`config.mk`:
```
export PLATFORM = sky130hd
export DESIGN_NAME = bbr_window
export DESIGN_NICKNAME = d
export VERILOG_FILES = /design/src/rtl/core/bbr_pkg.sv /design/src/rtl/core/bbr_window.sv
export SDC_FILE = /design/constraint.sdc
export NUM_CORES = 1
export LEC_CHECK = 0
export BUFFER_PORTS_ARGS = -buffer_cell sky130_fd_sc_hd__buf_4
export CAP_MARGIN = 20
export CORE_MARGIN = 3
export CORE_UTILIZATION = 44
export DETAILED_ROUTE_END_ITERATION = 10
export GPL_ROUTABILITY_DRIVEN = 0
export SYNTH_ARGS = -nofsm -noshare
export SYNTH_HDL_FRONTEND = slang
export SYNTH_SLANG_ARGS = --single-unit
```
`constraint.sdc`:
```
create_clock -name clk -period 15.3 [get_ports clk]
set_input_delay 1.53 -clock clk [delete_from_list [all_inputs] [get_ports clk]]
set_output_delay 1.53 -clock clk [all_outputs]
set_load 0.01 [all_outputs]
```
`src/rtl/core/bbr_pkg.sv`:
```
// Shared types, constants and register codes for the 3x3 box blur block.
// No dependencies; imported by every module of the block.
package bbr_pkg;

    localparam int CFG_W          = 11;
    localparam int IDX_W          = 2;
    localparam int PIX_W          = 32;
    localparam int RGB_W          = 24;
    localparam int CH_W           = 8;
    localparam int NUM_CH         = 3;
    localparam int SUM_W          = 12;   // 9 * 255 fits in 12 bits
    localparam int MUL_W          = 2 * SUM_W;
    localparam int DIV9_MUL       = 3641; // floor(x/9) = (x*3641) >> 15 for x < 2296
    localparam int DIV9_SHIFT     = 15;
    localparam int FIFO_DEPTH     = 4;
    localparam int DEF_MAX_WIDTH  = 1024;
    localparam int DEF_MAX_HEIGHT = 1024;
    localparam int RST_FRAME_WIDTH  = 800;
    localparam int RST_FRAME_HEIGHT = 600;

    localparam logic [CH_W-1:0]  ALPHA_OPAQUE = 8'hFF;

    localparam logic [IDX_W-1:0] REG_FRAME_WIDTH  = 2'd0;
    localparam logic [IDX_W-1:0] REG_FRAME_HEIGHT = 2'd1;

    // one window column update, in step with the line store read data
    typedef struct packed {
        logic             valid;
        logic             col0;
        logic             emit;
        logic             last;
        logic [RGB_W-1:0] up;
        logic [RGB_W-1:0] mid;
        logic [RGB_W-1:0] cur;
    } win_item_t;

    typedef struct packed {
        logic             valid;
        logic [PIX_W-1:0] pixel;
        logic             last;
    } res_beat_t;

endpackage

```
`src/rtl/core/bbr_window.sv`:
```
// 3x3 window registers, per-channel neighbourhood sums and divide by nine.
// Depends on bbr_pkg (win_item_t, res_beat_t, width constants).
module bbr_window
    import bbr_pkg::*;
(
    input  logic      clk,
    input  logic      rst_n,
    input  logic      clear,
    input  win_item_t item,
    output res_beat_t push,
    output logic      busy
);

    // [column][row]: column 0 oldest, row 0 top
    logic [RGB_W-1:0] win_reg [0:2][0:2];
    logic [RGB_W-1:0] new_col [0:2];
    logic [SUM_W-1:0] sum_next [0:NUM_CH-1];
    logic [SUM_W-1:0] s2_sum_reg [0:NUM_CH-1];
    logic             s2_valid_reg;
    logic             s2_last_reg;
    logic [MUL_W-1:0] prod [0:NUM_CH-1];
    logic [CH_W-1:0]  quot [0:NUM_CH-1];

    assign new_col[0] = item.up;
    assign new_col[1] = item.mid;
    assign new_col[2] = item.cur;

    // right-edge output (col0) sums the old two newest columns only
    always_comb
    begin
        for (int k = 0; k < NUM_CH; k++)
        begin
            sum_next[k] = '0;
            for (int r = 0; r < 3; r++)
            begin
                sum_next[k] = sum_next[k]
                    + SUM_W'(win_reg[1][r][RGB_W-1-k*CH_W -: CH_W])
                    + SUM_W'(win_reg[2][r][RGB_W-1-k*CH_W -: CH_W])
                    + (item.col0 ? SUM_W'(0) : SUM_W'(new_col[r][RGB_W-1-k*CH_W -: CH_W]));
            end
        end
    end

    always_ff @(posedge clk or negedge rst_n)
    begin
        if (!rst_n)
        begin
            for (int c = 0; c < 3; c++)
            begin
                for (int r = 0; r < 3; r++)
                begin
                    win_reg[c][r] <= '0;
                end
            end
        end
        else if (clear || (item.valid && item.emit && item.last))
        begin
            for (int c = 0; c < 3; c++)
            begin
                for (int r = 0; r < 3; r++)
                begin
                    win_reg[c][r] <= '0;
                end
            end
        end
        else if (item.valid)
        begin
            for (int r = 0; r < 3; r++)
            begin
                win_reg[0][r] <= item.col0 ? '0 : win_reg[1][r];
                win_reg[1][r] <= item.col0 ? '0 : win_reg[2][r];
                win_reg[2][r] <= new_col[r];
            end
        end
    end

    always_ff @(posedge clk or negedge rst_n)
    begin
        if (!rst_n)
        begin
            s2_valid_reg <= 1'b0;
        end
        else
        begin
            s2_valid_reg <= item.valid && item.emit;
        end
    end

    always_ff @(posedge clk)
    begin
        if (item.valid && item.emit)
        begin
            s2_sum_reg  <= sum_next;
            s2_last_reg <= item.last;
        end
    end

    always_comb
    begin
        for (int k = 0; k < NUM_CH; k++)
        begin
            prod[k] = MUL_W'(s2_sum_reg[k]) * MUL_W'(DIV9_MUL);
            quot[k] = prod[k][DIV9_SHIFT +: CH_W];
        end
    end

    assign push.valid = s2_valid_reg;
    assign push.pixel = {quot[0], quot[1], quot[2], ALPHA_OPAQUE};
    assign push.last  = s2_last_reg;
    assign busy       = s2_valid_reg;

endmodule

```
[Word level (Yosys, flattened, before mapping)]
Cells that the tools add are included.
Word-level totals
  bits in registers: 182
  latch bits: 0
  bits in writable memories: 0
  memory bits (read-only): 0
  bits of input ports: 79
  output and inout bits: 35
  logic and storage cells: 56
  memories: 0
Cells by class
  add/sub/neg operators: 24
  multiply operators: 3
  div/mod/pow operators: 0
  order comparisons: 0
  equal/unequal tests: 0
  shifts and indexed selects: 0
  muxes and demuxes: 14
  bitwise operators: 0
  reduce and logical (&&, ||, !) cells: 4
Operator list (count)
  $mux 144: 2
  $add 12x8->12: 12
  $mux 24: 3
  $mux 8: 9
  $mul 12x12->23 const B: 3
  $add 11x8->12: 3
  $add 10x8->11: 3
  $add 9x8->10: 3
  $add 8x8->9: 3
  $logic_and 1x1->1: 2
  $reduce_bool 2->1: 1
  $logic_or 1x1->1: 1

[Logic depth before layout (Yosys ltp)]
  word-level depth: 8
  mapped depth: 20
  mapped depth without buffers: 18

[Least setup slack after synthesis]
OpenSTA, ideal clock, no wires.
  path kind: register to output
  start: reg s2_sum_reg[3] (netlist bit)
  end: out push[16] (netlist bit)
  data arrival time: 4.646 ns
  data required time: 13.770 ns
  path slack: 9.124 ns
  cell stages (with the launch flop): 20
  buffers on the path: 1
  cells stage by stage: edfxtp_1 > inv_1 > fa_1 > inv_1 > ha_1 > inv_1 > fa_1 > inv_1 > fa_1 > inv_1 > fa_1 > inv_1 > ha_1 > a21o_2 > a221o_1 > a221oi_2 > o221ai_2 > or4_1 > nand3_1 > buf_4
RTL lines
  start, declared: line bbr_window.sv:18  | logic [SUM_W-1:0] s2_sum_reg [0:NUM_CH-1];
  start signal, assigned: line bbr_window.sv:93  | s2_sum_reg <= sum_next;
  end, declared: line bbr_window.sv:10  | output res_beat_t push,

==> results.sh <==
export IMPL_die_h_um=215
export IMPL_post_cts_buffers=0
export IMPL_drt_iter0_markers=540
export IMPL_nets=2489
export IMPL_core_um2=42600
export IMPL_async_reset_ff_share_pct=79.7
export IMPL_cts_root_buffer_cell="clkbuf_16"
export IMPL_ys_ff_latch=182
export IMPL_slew_headroom_pct=38.4
export IMPL_io_buffers=105
export IMPL_io_pins=114
export IMPL_cts_tree="yes"
export IMPL_final_common_cell="inv_1"
export IMPL_viasPerCell=4.80
export IMPL_drcViolationCount=0
export IMPL_dp_hpwl_mm=30.8
export IMPL_period_share_pct=44.9
export IMPL_post_route_util_pct=49.4
export IMPL_syn_avg_cell_area_um2=10.3
export IMPL_syn_to_final_growth_pct=9.34
export IMPL_cts_resized=0
export IMPL_fp_dieW_um=215
export IMPL_crit_fanout=4
export IMPL_drt_first_pass_iters=5
export IMPL_vias=12100
export IMPL_worst_setup_path_start_kind="flop"
export IMPL_routed_wl_mm=38.4
export IMPL_antenna_found_initial=4
export IMPL_grt_first_pass_wirelength_mm=65.5
export IMPL_postCtsHoldBufs=0
export IMPL_worstSetupEndpointType="output pin"
export IMPL_detail_route_antenna_nets=0
export IMPL_slew_viol_final=0
export IMPL_drive_above_1_share_pct=7.91
export IMPL_maxCapViolCount=0
export IMPL_synth_cells=1872
export IMPL_clockBufferDepth=2
export IMPL_outcome="completed"
export IMPL_required_ns=13.77
export IMPL_largest_reg_flops=144
export IMPL_cts_max_level=4
export IMPL_rows=75
export IMPL_worst_slew_pin_slew_ns=0.923
export IMPL_fillers=3985
export IMPL_mostFrequentLayoutCells="inv_1 (425), fa_1 (249), ha_1 (239)"
export IMPL_synth_area_um2=19200
export IMPL_synthFlopType="dfrtp_1"
export IMPL_hold_path_class="flop to flop"
export IMPL_rsz0062_at_grt="false"
export IMPL_clk_latency_ns=0.44
export IMPL_clk_pin_slew_ns=0.08
export IMPL_synth_edf_count=37
export IMPL_grtUsageTotal_pct=17.3
export IMPL_yosysUniqueCellTypes=56
export IMPL_die_area_um2=46300
export IMPL_avgRoutedWirePerCell_um=15.3
export IMPL_worstSetupPathType="flop to output pin"
export IMPL_max_freq_mhz=146
export IMPL_ys_seq_area_share_pct=24.6
export IMPL_period_needed_ns=6.87
export IMPL_ys_warn_count=0
export IMPL_hold_viol=0
export IMPL_cts_buffers=17
export IMPL_grt_max_degree=98
export IMPL_start_util_pct=45.1
export IMPL_critPathArrivalTime_ns=5.34
export IMPL_grt_pass1_vias=13100
export IMPL_worst_clock_skew_ns=0.0139
export IMPL_numClockSinks=182
export IMPL_gr_total_overflow=0
export IMPL_finalSetupViolations=0
export IMPL_setup_tns_ns=0
==> kinds of logic (layout without fill, tap and decap cells) <==
| group | count (synthesis) | in the layout | share of synthesized area, % |
|---|---|---|---|
| compound gates | 186 | 186 | 5.99 |
| xor+xnor | 57 | 57 | 2.60 |
| fa+ha+maj | 488 | 488 | 41.5 |
| buf+inv | 513 | 569 | 10.7 |
| flops | 182 | 182 | 24.6 |
| mux | 72 | 72 | 3.75 |
| other cells | 1 | 9 | 0.0195 |
| simple gates | 373 | 373 | 10.9 |
==> layout make-up <==
| type | count | area (um^2) | share of cell area [%] |
|---|---|---|---|
| clock buffers | 20 | 458 | 2.18 |
| clock inverters | 12 | 189 | 0.898 |
| diodes | 1 | 2.50 | 0.0119 |
| repair buffers | 112 | 848 | 4.03 |
| multi-input cells | 1184 | 12500 | 59.3 |
| inverters | 425 | 1600 | 7.59 |
| flip-flops and latches | 182 | 4740 | 22.5 |
| well taps | 577 | 722 | 3.43 |
==> worst max-delay path: stages, from the launching register on <==
cell and delay, ns:
edfxtp_1 0.51, fa_1 0.53, ha_1 0.33, inv_1 0.07, fa_1 0.52, inv_1 0.05, fa_1 0.47, inv_1 0.05
fa_1 0.47, inv_1 0.04, ha_1 0.20, a211o_1 0.31, a2111oi_0 0.43, o221ai_1 0.28, a221o_1 0.36, xor2_1 0.14
buf_4 0.14
==> path summary, 6_finish.rpt <==
| check | startpoint | endpoint | slack [ns] | cells past startpoint |
|---|---|---|---|---|
| max reg2reg | win_reg[19]$_DFFE_PN0P_ | s2_sum_reg[35]$_DFFE_PP_ | 10.76 | 15 |
| max | s2_sum_reg[19]$_DFFE_PP_ | push[22] | 8.43 | 16 |
| max in group asynchronous | rst_n | win_reg[112]$_DFFE_PN0P_ | 12.81 | 2 |
| min in group asynchronous | rst_n | win_reg[4]$_DFFE_PN0P_ | 1.12 | 1 |
| min reg2reg | win_reg[42]$_DFFE_PN0P_ | win_reg[42]$_DFFE_PN0P_ | 0.55 | 2 |
| min | win_reg[42]$_DFFE_PN0P_ | win_reg[42]$_DFFE_PN0P_ | 0.55 | 2 |
==> cells in the mapped netlist, types with 3 or more instances <==
master       n  area share (%)
nand4_1      6            0.20
fa_1       249              26
nor2_1     106             2.1
nand3b_1    54             2.1
o21ai_0     22            0.57
o21a_1       9            0.35
xor2_1      19            0.87
a211o_1      4            0.18
a21oi_1     97             2.5
dfrtp_1    145              19
mux2i_1     72             3.7
a2bb2oi_1    3            0.14
buf_4       34             1.3
clkbuf_1    44            0.86
ha_1       239              16
or3_1        3           0.098
and3_1       3           0.098
xnor2_1     38             1.7
inv_1      425             8.3
a21boi_0     3            0.12
nand2_1     17            0.33
nand2b_1   113             3.7
nor2b_1     42             1.4
a21o_1      15            0.59
o211ai_1     4            0.16
o221ai_1     3            0.14
nor3_1       8            0.21
buf_1        9            0.18
nand3_1      8            0.21
and2_1       4            0.13
edfxtp_1    37             5.8
==> routing by layer <==
| metal | track usage, % | share of wire (%) |
|---|---|---|
| met2 | 28.9 | 48 |
| met4 | 3.04 | 1.2 |
| met1 | 24.4 | 48 |
| met3 | 2.51 | 2.4 |
| met5 | 0 | 0.14 |
==> through the flow <==
step	instance area (um^2)	setup WS [ns]	hold WS, ns	cells
global route	21000	8.05	0.581	2512
detailed placement	20400	8.60	0.541	2480
finish	21000	8.43	0.553	2513
floorplan	19300	9.12	0.509	1879
CTS	21000	8.39	0.557	2512
global placement	20400	8.69	0.531	2480
Power is left out: the tool's default activity adds up to more than one toggle a clock period on the data nets, which glitch-free logic cannot reach.
