--- src/rtl/core/bbr_pkg.sv ---
// Shared types, constants and register codes for the 3x3 box blur block.
// No dependencies; imported by every module of the block.
package bbr_pkg;

    localparam int CFG_W          = 11;
    localparam int IDX_W          = 2;
    localparam int PIX_W          = 32;
    localparam int RGB_W          = 24;
    localparam int CH_W           = 8;
    localparam int NUM_CH         = 3;
    localparam int SUM_W          = 12;   // 9 * 255 fits in 12 bits
    localparam int MUL_W          = 2 * SUM_W;
    localparam int DIV9_MUL       = 3641; // floor(x/9) = (x*3641) >> 15 for x < 2296
    localparam int DIV9_SHIFT     = 15;
    localparam int FIFO_DEPTH     = 4;
    localparam int DEF_MAX_WIDTH  = 1024;
    localparam int DEF_MAX_HEIGHT = 1024;
    localparam int RST_FRAME_WIDTH  = 800;
    localparam int RST_FRAME_HEIGHT = 600;

    localparam logic [CH_W-1:0]  ALPHA_OPAQUE = 8'hFF;

    localparam logic [IDX_W-1:0] REG_FRAME_WIDTH  = 2'd0;
    localparam logic [IDX_W-1:0] REG_FRAME_HEIGHT = 2'd1;

    // one window column update, in step with the line store read data
    typedef struct packed {
        logic             valid;
        logic             col0;
        logic             emit;
        logic             last;
        logic [RGB_W-1:0] up;
        logic [RGB_W-1:0] mid;
        logic [RGB_W-1:0] cur;
    } win_item_t;

    typedef struct packed {
        logic             valid;
        logic [PIX_W-1:0] pixel;
        logic             last;
    } res_beat_t;

endpackage

--- src/rtl/core/bbr_out_fifo.sv ---
// Result queue between the blur pipeline and the output channel.
// Depends on bbr_pkg (res_beat_t, FIFO_DEPTH, PIX_W).
module bbr_out_fifo
    import bbr_pkg::*;
#(
    parameter int DEPTH = FIFO_DEPTH
)
(
    input  logic                       clk,
    input  logic                       rst_n,
    input  res_beat_t                  push,
    output logic                       result_valid,
    input  logic                       result_ready,
    output logic [PIX_W-1:0]           pixel_out,
    output logic                       last_of_frame,
    output logic [$clog2(DEPTH+1)-1:0] count
);

    localparam int PW = $clog2(DEPTH);
    localparam int CW = $clog2(DEPTH + 1);

    logic [PIX_W-1:0] pix_mem [0:DEPTH-1];
    logic             last_mem [0:DEPTH-1];
    logic [PW-1:0]    wr_ptr_reg, wr_ptr_next;
    logic [PW-1:0]    rd_ptr_reg, rd_ptr_next;
    logic [CW-1:0]    cnt_reg, cnt_next;
    logic             pop;

    assign pop = result_valid && result_ready;

    always_comb
    begin
        wr_ptr_next = wr_ptr_reg;
        rd_ptr_next = rd_ptr_reg;
        cnt_next    = cnt_reg;
        if (push.valid)
        begin
            wr_ptr_next = (wr_ptr_reg == PW'(DEPTH - 1)) ? '0 : wr_ptr_reg + 1'b1;
        end
        if (pop)
        begin
            rd_ptr_next = (rd_ptr_reg == PW'(DEPTH - 1)) ? '0 : rd_ptr_reg + 1'b1;
        end
        if (push.valid && !pop)
        begin
            cnt_next = cnt_reg + 1'b1;
        end
        else if (pop && !push.valid)
        begin
            cnt_next = cnt_reg - 1'b1;
        end
    end

    always_ff @(posedge clk or negedge rst_n)
    begin
        if (!rst_n)
        begin
            wr_ptr_reg <= '0;
            rd_ptr_reg <= '0;
            cnt_reg    <= '0;
        end
        else
        begin
            wr_ptr_reg <= wr_ptr_next;
            rd_ptr_reg <= rd_ptr_next;
            cnt_reg    <= cnt_next;
        end
    end

    always_ff @(posedge clk)
    begin
        if (push.valid)
        begin
            pix_mem[wr_ptr_reg]  <= push.pixel;
            last_mem[wr_ptr_reg] <= push.last;
        end
    end

    assign result_valid  = (cnt_reg != '0);
    assign pixel_out     = pix_mem[rd_ptr_reg];
    assign last_of_frame = last_mem[rd_ptr_reg];
    assign count         = cnt_reg;

endmodule

--- config.mk ---
export PLATFORM = sky130hd
export DESIGN_NAME = bbr_out_fifo
export DESIGN_NICKNAME = d
export VERILOG_FILES = /design/src/rtl/core/bbr_pkg.sv /design/src/rtl/core/bbr_out_fifo.sv
export SDC_FILE = /design/constraint.sdc
export NUM_CORES = 1
export LEC_CHECK = 0
export ABC_AREA = 1
export BUFFER_PORTS_ARGS = -buffer_cell sky130_fd_sc_hd__buf_2
export CAP_MARGIN = 20
export CORE_UTILIZATION = 45
export CTS_CLUSTER_DIAMETER = 40
export DETAILED_ROUTE_END_ITERATION = 8
export PLACE_DENSITY_LB_ADDON = 0.05
export SLEW_MARGIN = 10
export SYNTH_ARGS = -nofsm -noshare
export SYNTH_HDL_FRONTEND = slang
export SYNTH_SLANG_ARGS = --single-unit
--- constraint.sdc ---
create_clock -name clk -period 1.95 [get_ports clk]
set_clock_uncertainty 0.05 [all_clocks]
set_input_delay 0.2925 -clock clk [delete_from_list [all_inputs] [get_ports clk]]
set_output_delay 0.2925 -clock clk [all_outputs]
set_load 0.02 [all_outputs]
# Yosys cells after proc, flatten, opt, wreduce, memory -nomap -nowiden
# Memories as Yosys holds them, arrays and structs flattened.
# Index checks and enable logic that the tools add are counted.
dict set report word_totals {
  ff_bits 7
  ram_bits 132
  mem_count 2
}
dict set report classes {
  addsub 4
  n_eq_ne 2
  mux 6
  reduce_logical 7
}
# memory words width rd rd_clocked_by_memory_dff write_ports line
set mem_list {}
lappend mem_list {pix_mem 4 32 1 0 1 bbr_out_fifo.sv:22} ;# logic [PIX_W-1:0] pix_mem [0:DEPTH-1];
lappend mem_list {last_mem 4 1 1 0 1 bbr_out_fifo.sv:23} ;# logic last_mem [0:DEPTH-1];
# operator n
set op_table {}
lappend op_table {{2-to-1 mux 3 bit} 2}
lappend op_table {{adder 2 x 1 -> 2 bit (second input constant)} 2}
lappend op_table {{equality test 2 bit (second input constant)} 2}
lappend op_table {{2-to-1 mux 2 bit} 2}
lappend op_table {{adder 3 x 1 -> 3 bit (second input constant)} 1}
lappend op_table {{logical AND 1 bit} 3}
lappend op_table {{nonzero test 3 bit} 1}
lappend op_table {{subtractor 3 x 1 -> 3 bit (second input constant)} 1}
lappend op_table {{logical NOT 1 bit} 2}
lappend op_table {{2-to-1 mux 1 bit} 2}
lappend op_table {{nonzero test 2 bit} 1}

# Depth between registers and ports, before layout
dict set report logic_depth {
  ltp_word 5
  depth_mapped 11
}

# Least setup slack after synthesis
# OpenSTA, ideal clock, no wires.
dict set report synth_path {
  path_kind {flip-flop to flip-flop}
  startpoint {reg cnt_reg[0] (netlist: count[0])}
  endpoint {reg cnt_reg[2] (netlist: count[2])}
  setup_time_ns 0.117
  t_arrival_ns 1.755
  setup_slack_ns 0.028
  stages_incl_launch_ff 11
  path_buffers 0
  period_less_slack_ns 1.922
  path_cell_list {dfrtp_1 -> nor2_1 -> nand2_1 -> nand2_1 -> ha_1 -> inv_1 -> fa_1 -> nand2_1 -> nand3_1 -> nand2_1 -> nand2_1}
}
dict set report synth_via {
  elab_chain_len 5
}
# element line
set synth_rtl {}
lappend synth_rtl {{start, declared} bbr_out_fifo.sv:26} ;# logic [CW-1:0] cnt_reg, cnt_next;
lappend synth_rtl {{start signal, assigned} bbr_out_fifo.sv:66} ;# cnt_reg <= cnt_next;
lappend synth_rtl {{nonzero test 3 bit *} bbr_out_fifo.sv:79} ;# assign result_valid = (cnt_reg != '0);
lappend synth_rtl {{named net result_valid} bbr_out_fifo.sv:12} ;# output logic result_valid,
lappend synth_rtl {{logical AND 1 bit *} bbr_out_fifo.sv:29} ;# assign pop = result_valid && result_ready;
lappend synth_rtl {{logical NOT 1 bit} bbr_out_fifo.sv:44} ;# if (push.valid && !pop)
lappend synth_rtl {{logical AND 1 bit} bbr_out_fifo.sv:44}
lappend synth_rtl {{2-to-1 mux 3 bit or nonzero test 2 bit (tied branches)} n/a}
# The timed path passes the listed nets; every way through them passes the cells marked *. The select of a mux whose other input is x is not followed.
# A chain may end at the register's enable or synchronous reset.

# Worst setup path after layout
dict set report layout_path {
  startpoint {reg rd_ptr_reg[0]}
  endpoint {out pixel_out[13]}
}
dict set report layout_via {
  elab_chain_len 1
}
# element line
set layout_rtl {}
lappend layout_rtl {{start, declared} bbr_out_fifo.sv:25} ;# logic [PW-1:0] rd_ptr_reg, rd_ptr_next;
lappend layout_rtl {{start signal, assigned} bbr_out_fifo.sv:65} ;# rd_ptr_reg <= rd_ptr_next;
lappend layout_rtl {{memory (4 x 32 bit)} n/a}
lappend layout_rtl {{end, declared} bbr_out_fifo.sv:14} ;# output logic [PIX_W-1:0] pixel_out,
# Every way passes these cells.

==> reports/metrics.yaml <==
final_layout:
  largest_reg_flops: 128
  stdcell_area_sq_um: 7411
  layout_common_cells: "edfxtp_1 (132), nand2_1 (97), inv_1 (72)"
  nFillCells: 1061
  syn_to_final_growth_pct: 25.38
  regMostFlops: "pix_mem"
  utilization_pct: 58.25
  diodes: 0
  drive_above_1_share_pct: 33.52
  nNetsFinal: 579
  final_common_cell: "edfxtp_1"
logic_synthesis:
  syn_area_per_cell_sq_um: 13.46
  yosys.area_share.simple_pct: 8.891
  synth_area_sq_um: 5911
  syn_nets: 483
  synth-seq-area-share_pct: 70.03
  synth_warnings: 0
  ys_seq_elements: 139
  yosys-top-cells-area: "edfxtp_1 (67%), o211ai_2 (7.0%), nand2_1 (6.2%)"
  synth_cell_type_count: 18
  syn_inst: 439
  synth_top_family_by_area: "compound AO/OA/AOI/OAI gates"
  yosysTopAreaCellShare_pct: 67.06
  yosys.area.top_type: "edfxtp_1"
  synth_xor_area_share_pct: 0.1482
  synthMuxAreaShare_pct: 0
  synthAdderAreaFrac_pct: 1.609
  synth_compound_area_share_pct: 11.35
power:
  power_frac_seq_pct: 33.4
  power_density_nw_per_um2: 1630
  power.total_mw: 12.08
  p_sw_share_pct: 34.77
  power.net_switching_mw: 4.200
  clock_power_share_pct: 25.6
  power_frac_comb_pct: 41.0
  p_leak_nw: 3.054
  peakVddDrop_v: 0.0007507
  p_int_mw: 7.881
sta:
  finalCritPeriodShare_pct: 102.8
  finalCriticalPeriod_ns: 2.004
  final-hold-violation-count: 0
  finalWorstSetupSlack_ns: -0.05428
  hold_ws_ns: 0.04333
  tightest_slew_ns: 0.3453
  clock.fmax_mhz: 498.9
  final-setup-viol-count: 27
  relSlewSlack_pct: 76.98
  final_max_slew_viol_count: 0
  rsz0062_at_grt: "true"
routing:
  routed_wl_mm: 11.42
  first_iter_violations: 213
  vias: 3436
  ant_nets: 0
  drc_errors: 0
  firstDrtPassIters: 4
  wire_per_inst_um: 15.90
  avgViaCountPerCell: 4.786
setup_path:
  slowest_delay_ns: 0.49
  crit_arrival_ns: 1.66
  startpoint_type: "flip-flop"
  worstPathCellList: "buf_12 -> buf_12 -> o211ai_1 -> nand2_1 -> buf_2"
  cpMaxStageDelayCell: "dfrtp_4"
  reg2reg_depth: 10
  crit_type: "flip-flop to primary output"
  crit_fanout: 20
  crit_required_ns: 1.61
  r2r-start: "count[0]$_DFFE_PN0P_"
  cpMostUsedCell: "buf_12"
  reg2reg_to: "count[2]$_DFFE_PN0P_"
  r2r_slack_ns: 0.11
  cp-end-kind: "primary output"
hold_path:
  hold_class: "primary input to flip-flop"
  whs_endpoint: "pix_mem[1][26]$_DFFE_PP_"
  hp-start: "push[27]"
  hold_path_depth: 1
global_route:
  first_global_vias: 3016
  grt_max_degree: 45
  grt_pass1_wl_mm: 15.95
  overflow: 0
  grt_use_total_pct: 16.57
  antenna_found_initial: 1
floorplanning:
  die_area_sq_um: 13600
  rows: 41
  chipHeight_um: 116.6
  ioPinCount: 74
  core_sq_um: 12720
  start_util_pct: 46.46
  fp.dieW_um: 116.6
clock_tree:
  htreeDepth: 4
  cts_tree: "done"
  clockRootBuffer: "clkbuf_16"
  cts_buffers: 17
  clk_path_buf_depth: 2
  clk_pin_slew_worst_paths_ns: 0.06
  clock_latency_ns: 0.41
  cts.sink_count: 139
run_status:
  status: "complete, but fails checks"
  violations: "negative setup slack"
place:
  port_buffers: 73
  dp_hpwl_mm: 6.228
  gp_congestion: 0.6856
  pre_cts_ws_ns: 0.08817
  dpl_cell_area_sq_um: 6530
flow_run:
  max-cap-violations: 0
==> power by group through the flow <==
stage	Combinational, mW	Clock (mW)	Sequential (mW)
floorplan	2.95	0	4.09
global placement	4.07	0	4.12
detailed placement	4.11	0	4.14
CTS	4.18	3.14	4.07
global route	5.39	3.27	4.08
finish	4.95	3.09	4.03
==> critical path: cells and delay by family (launching register included) <==
| kind | cells | cell delay [ns] |
|---|---|---|
| AO/OA/AOI/OAI | 1 | 0.17 |
| flip-flops | 1 | 0.49 |
| AND/OR/NAND/NOR | 1 | 0.09 |
| buffers and inverters | 3 | 0.49 |
==> timing repair <==
action / in CTS / in global routing
setup buffers: 1 / 2
pin swaps: 4 / 11
cloned: 0 / 8
gates resized for setup: 3 / 34
hold buffers: 1 / 0
endpoints found under the setup margin: 32 / 34
endpoints found under the hold margin: 7 / 0
==> cell type report <==
cell class | instances | area, sq um | area share, %
Clock inverter | 11 | 128.9 | 1.739
Inverter | 77 | 289.0 | 3.900
Clock buffer | 19 | 432.9 | 5.842
Sequential cell | 139 | 4144 | 55.92
Tap cell | 172 | 215.2 | 2.904
Timing Repair Buffer | 99 | 898.4 | 12.12
Multi-Input combinational cell | 201 | 1303 | 17.58
==> cell families after synthesis <==
group           Yosys count
simple gates            125
compound gates           68
buf+inv                  99
flops                   139
xor+xnor                  1
fa+ha+maj                 7
==> worst max-delay path by stage <==
stage                              start                   end  slack (ns)  cells after the start
6_report       rd_ptr_reg[0]$_DFFE_PN0P_         pixel_out[13]       -0.05                      5
5_1_grt        rd_ptr_reg[0]$_DFFE_PN0P_         pixel_out[22]       -0.11                      5
4_1_cts        rd_ptr_reg[0]$_DFFE_PN0P_         pixel_out[22]       -0.05                      4
3_5_place_dp        count[0]$_DFFE_PN0P_  count[2]$_DFFE_PN0P_        0.09                     10
3_3_place_gp        count[0]$_DFFE_PN0P_  count[2]$_DFFE_PN0P_        0.19                     10
2_1_floorplan       count[0]$_DFFE_PN0P_  count[2]$_DFFE_PN0P_        0.03                     10
==> per-layer routing <==
layer	vias to the layer above	global-route usage (%)	part of all wire [%]
li1	1719	-	-
met1	1613	21.79	46
met2	85	24.85	46
met3	17	4.930	5.6
met4	2	8.861	1.5
met5	-	0	0.070
==> through the flow <==
step           TNS [ns]  std cells
2_1_floorplan         0        439
3_3_place_gp          0        676
3_5_place_dp          0        676
4_1_cts         -0.3891        708
5_1_grt          -2.611        718
6_report        -0.5916        718
==> synthesized netlist by cell type <==
cell type  count
edfxtp_1     132
nand2_1       98
inv_1         76
o211ai_1      33
o211ai_2      33
nand2_2       20
buf_2         11
buf_6         10
dfrtp_1        7
ha_1           6
nand3_1        3
nor2_1         3
o21ai_0        2
buf_8          1
fa_1           1
inv_2          1
nand4_1        1
xnor2_1        1
(Power assumes the default switching activity.)
